--- src/rtl/sme_ram.sv ---
// ---------------------------------------------------------------------------
// sme_ram: generic single-port RAM
// One write or one read per cycle, registered read data.
// ---------------------------------------------------------------------------
`default_nettype none
module sme_ram #(
    parameter int Width = 8,
    parameter int Depth = 256
) (
    input  wire logic                     aclk,
    input  wire logic                     we,
    input  wire logic [$clog2(Depth)-1:0] addr,
    input  wire logic [Width-1:0]         wdata,
    output logic      [Width-1:0]         rdata
);
    logic [Width-1:0] mem [Depth];

    always_ff @(posedge aclk) begin
        if (we) begin
            mem[addr] <= wdata;
        end
        rdata <= mem[addr];
    end
endmodule
`default_nettype wire
--- config.mk ---
export PLATFORM = sky130hd
export DESIGN_NAME = sme_ram
export DESIGN_NICKNAME = d
export VERILOG_FILES = /design/src/rtl/sme_ram.sv
export SDC_FILE = /design/constraint.sdc
export NUM_CORES = 2
export LEC_CHECK = 0
export ABC_AREA = 1
export BUFFER_PORTS_ARGS = -buffer_cell sky130_fd_sc_hd__buf_2
export CAP_MARGIN = 20
export CORE_UTILIZATION = 45
export DETAILED_ROUTE_END_ITERATION = 8
export SLEW_MARGIN = 5
export SYNTH_ARGS = -nofsm -noshare
export SYNTH_HDL_FRONTEND = slang
export SYNTH_SLANG_ARGS = --single-unit
--- constraint.sdc ---
create_clock -name aclk -period 3.2 [get_ports aclk]
set_clock_uncertainty 0.2 [all_clocks]
set_input_delay 0.64 -clock aclk [delete_from_list [all_inputs] [get_ports aclk]]
set_output_delay 0.64 -clock aclk [all_outputs]
set_load 0.03 [all_outputs]
# After elaboration in Yosys (flattened, before gate mapping)
# Memories as Yosys holds them, arrays and structs flattened. A register that Yosys moved wholly into a read port is not among the register bits.
# Cells that the tools add are included.
# W data, S select, Z words.
[totals]
register_bits = 0
ramBits = 2048
in_bits = 18
output_inout_bits = 8
wordCells = 3
memories = 1
[memory_table]
columns = ["name", "depth", "width", "rd", "rd_ports_with_merged_regs", "write_ports", "line_no", "text"]
rows = [
  ["mem", 256, 8, 1, 1, 1, "16", "logic [Width-1:0] mem [Depth];"],
]
[op_classes]
muxes = 2
[ops]
columns = ["op", "n"]
rows = [
  ["$mux W1", 2],
]

# Logic depth before layout (Yosys ltp)
[logic_depth]
ltp_word = 2
depth_mapped = 15

# Worst setup path before layout
# OpenSTA, ideal clock, no wires.
[synth_timing]
kind = "input to register"
startpoint = "in addr[1]"
endpoint = "mem mem[234][0], enable pin"
setup_time_ns = 0.370
arrival_time_ns = 2.110
setup_slack_ns = 0.520
cell_stages = 10
path_buffers = 4
path_cell_list = "buf_4 -> inv_4 -> nor2_8 -> buf_4 -> buf_4 -> inv_2 -> nor2_1 -> nand2_1 -> clkbuf_1 -> nor2_1"
[synth_rtl]
columns = ["item", "line_no", "text"]
rows = [
  ["start, declared", "12", "input wire logic [$clog2(Depth)-1:0] addr,"],
  ["end, declared", "16", ""],
]
# Straight into the memory's write port.

==> impl_metrics.json <==
{
  "outcome": "finished clean",
  "cts_resized": 0,
  "vdd_ir_drop_max_uv": 586,
  "synth_commonest_cells": "4770 x nand2_1, 2048 x edfxtp_1, 361 x nor2_1, 188 x nand3_1, 182 x buf_2",
  "synth_warnings": 0,
  "startpoint": "addr[0]",
  "drtAntennaViolNets": 0,
  "crit_family": "simple AND/OR/NAND/NOR gates",
  "path_class": "input port to flip-flop",
  "post-route-period-util_pct": 92.7,
  "synth.area.top_cells": "edfxtp_1 72%, nand2_1 21%, nor2_1 1.6%",
  "place_inst": 10700,
  "num_rows": 159,
  "syn_avg_cell_area_sq_um": 10.6,
  "r2r_start": "mem[133][1]$_DFFE_PP_",
  "path_cells": "buf_8 > buf_12 > nand2_1 > nand2_1 > nand2_1 > nand2_1 > nand2_1 > nand2_1 > o21ai_0 > buf_4 > nand2_1 > nor2_1 > nor2_1 > nor2_1 > nand2_1",
  "fillCellCount": 16100,
  "syn_to_final_growth_pct": 16.2,
  "finalSetupViolCount": 0,
  "power_density_mw_per_mm2": 578,
  "rsz0062_at_grt": "no",
  "netlist_area_sq_mm": 0.0849,
  "initial_core_util_pct": 45.2,
  "io_pins": 26,
  "synth_top_area_share_pct": 72.5,
  "max_cap_viol_count": 0,
  "async_flop_share_pct": 0,
  "gr-total-overflow": 0,
  "clkTransAtPathRegs_ns": 0.06,
  "nets": 8425,
  "wl_per_cell_um": 21.2,
  "fmax_mhz": 337,
  "slowest_delay_ns": 0.47,
  "routed_wl_mm": 235,
  "critPathMaxFanout": 155,
  "path_buf_inv": 3,
  "pre_cts_slack_ns": -0.580,
  "clk_path_buf_depth": 3,
  "via_per_inst": 5.16,
  "p_leak_nw": 39.7,
  "timing.rr.end": "rdata[1]$_DFF_P_",
  "multi_input_area_sq_mm": 0.0213,
  "drc": 0,
  "path_depth": 15,
  "r2r_slack_ns": 0.50,
  "drive_gt1_share_pct": 10.6,
  "arrival_ns": 3.50,
  "syn-num-nets": 8039,
  "die_x_um": 436,
  "htree_levels": 4,
  "gp_congestion": 0.878,
  "dieArea_sq_mm": 0.190,
  "finalNonFillerCells": 11100,
  "finalHoldViolations": 0,
  "dp_hpwl_mm": 143,
  "ff_latch_area_sq_mm": 0.0617,
  "stdcell_area_sq_mm": 0.0986,
  "reg2reg_depth": 12,
  "cts_buffers": 209,
  "vias": 57200,
  "grt_first_pass_wirelength_mm": 353,
  "clockRootBuffer": "clkbuf_16",
  "placed_cell_area_sq_mm": 0.0920,
  "cp-start-kind": "input port",
  "first_pass_iters": 6,
  "core_sq_mm": 0.188,
  "final_max_slew_viol_count": 0,
  "grt_pass1_vias": 55300,
  "cts_tree": "yes",
  "end_kind": "flip-flop",
  "tns_ns": 0,
  "clkSinkCount": 2056,
  "seq_area_frac_synth_pct": 72.7,
  "yosys_register_bits": 2056,
  "synth_largest_area_cell": "edfxtp_1",
  "die_y_um": 436,
  "hp-class": "input port to flip-flop",
  "fin_crit_ns": 2.97,
  "cp.required_ns": 3.73,
  "synth_edf_count": 2048,
  "synth_cell_type_count": 18,
  "io_buffers": 25,
  "drtIter0Drc": 6353,
  "synth_ff_type": "edfxtp_1",
  "max_slew_margin_pct": 29.5,
  "slowest_stage": "nor2_1",
  "grt_max_degree": 156,
  "worst_pin_slew_ns": 1.05,
  "cp_common_cell": "nand2_1",
  "yosysMostFrequentCell": "nand2_1",
  "setup_ws_ns": 0.233,
  "crit_end": "rdata[7]$_DFF_P_",
  "syn_inst": 8021,
  "antenna_found_initial": 10,
  "insertion_delay_ns": 0.86,
  "track_usage_pct": 24.6
}
## through the flow
stage	hold slack [ns]	util, %	total power [mW]
after global placement	0.826	49.0	33.8
after floorplan	0.539	-	32.0
after CTS	0.0138	52.6	57.3
after detailed placement	0.817	49.0	33.8
after global routing	0.0532	52.6	58.6
final	0.0431	52.6	57.0
## cell families (layout without fill, tap and decap cells)
logic type	Yosys count	after routing	share of synthesized area, %
compound gates	192	192	1.13
buf+inv	452	1011	2.36
flops	2056	2056	72.7
other cells	0	1	0
simple gates	5321	5321	23.8
## how the worst min path moves through the flow
stage	startpoint	endpoint	slack [ns]	cells after the start
after global routing	wdata[5]	mem[178][5]$_DFFE_PP_	0.05	1
after global placement	mem[42][0]$_DFFE_PP_	rdata[0]$_DFF_P_	0.83	11
final	wdata[5]	mem[178][5]$_DFFE_PP_	0.04	1
after detailed placement	mem[43][0]$_DFFE_PP_	rdata[0]$_DFF_P_	0.82	11
after floorplan	wdata[0]	mem[0][0]$_DFFE_PP_	0.54	0
after CTS	wdata[5]	mem[174][5]$_DFFE_PP_	0.01	1
## cell type report
class | count | area share (%)
multi-input cells | 5513 | 21.6
repair buffers | 592 | 5.89
clock inverters | 131 | 1.06
well taps | 2495 | 3.17
inverters | 35 | 0.168
flip-flops and latches | 2056 | 62.5
clock buffers | 253 | 5.62
diodes | 1 | 0.00254
## timing repair
| action | CTS | global route |
|---|---|---|
| setup buffers | 0 | 0 |
| hold buffers | 6 | 0 |
| hold endpoints to repair | 120 | 0 |
## routing by layer
metal / global-route usage, % / share of wire, %
met4: 7.31 / 2.7
met2: 38.7 / 46
met1: 35.2 / 43
met5: 0 / 0
met3: 3.87 / 7.8
## power by group
group | leakage (nW) | internal, mW | total [mW] | switching (mW)
Combinational | 18.0 | 0.963 | 3.57 | 2.61
Clock | 3.25 | 13.4 | 23.7 | 10.3
Sequential | 18.5 | 29.7 | 29.7 | 0.0286
## worst register-to-register path, stage by stage, from the launching register on
cell	delay, ns
edfxtp_1	0.35
nand2_1	0.07
nand2_1	0.05
nand2_1	0.07
nand2_1	0.07
nand2_1	0.06
nand2_1	0.09
o21ai_1	0.32
nand2_1	0.16
nor2_1	0.37
nor2_1	0.14
nor2_1	0.53
nand2_1	0.10
## placed cells by master (no fill, tap or decap), types with 29 or more instances in the layout
cell and instances:
nand2_1 4759, edfxtp_1 2048, buf_4 456, nor2_1 356, clkbuf_16 214, nand3_1 188, o21ai_1 119, buf_12 105
clkinv_1 53, clkinv_2 50, o21ai_0 41, clkbuf_1 35, a21oi_1 32, inv_1 29
## sequential cells by signal, summed over array words and instances, names as in the netlist
| name | flops |
|---|---|
| rdata | 8 |
| mem | 2048 |
No activity file was read; power rests on OpenSTA's default activity.
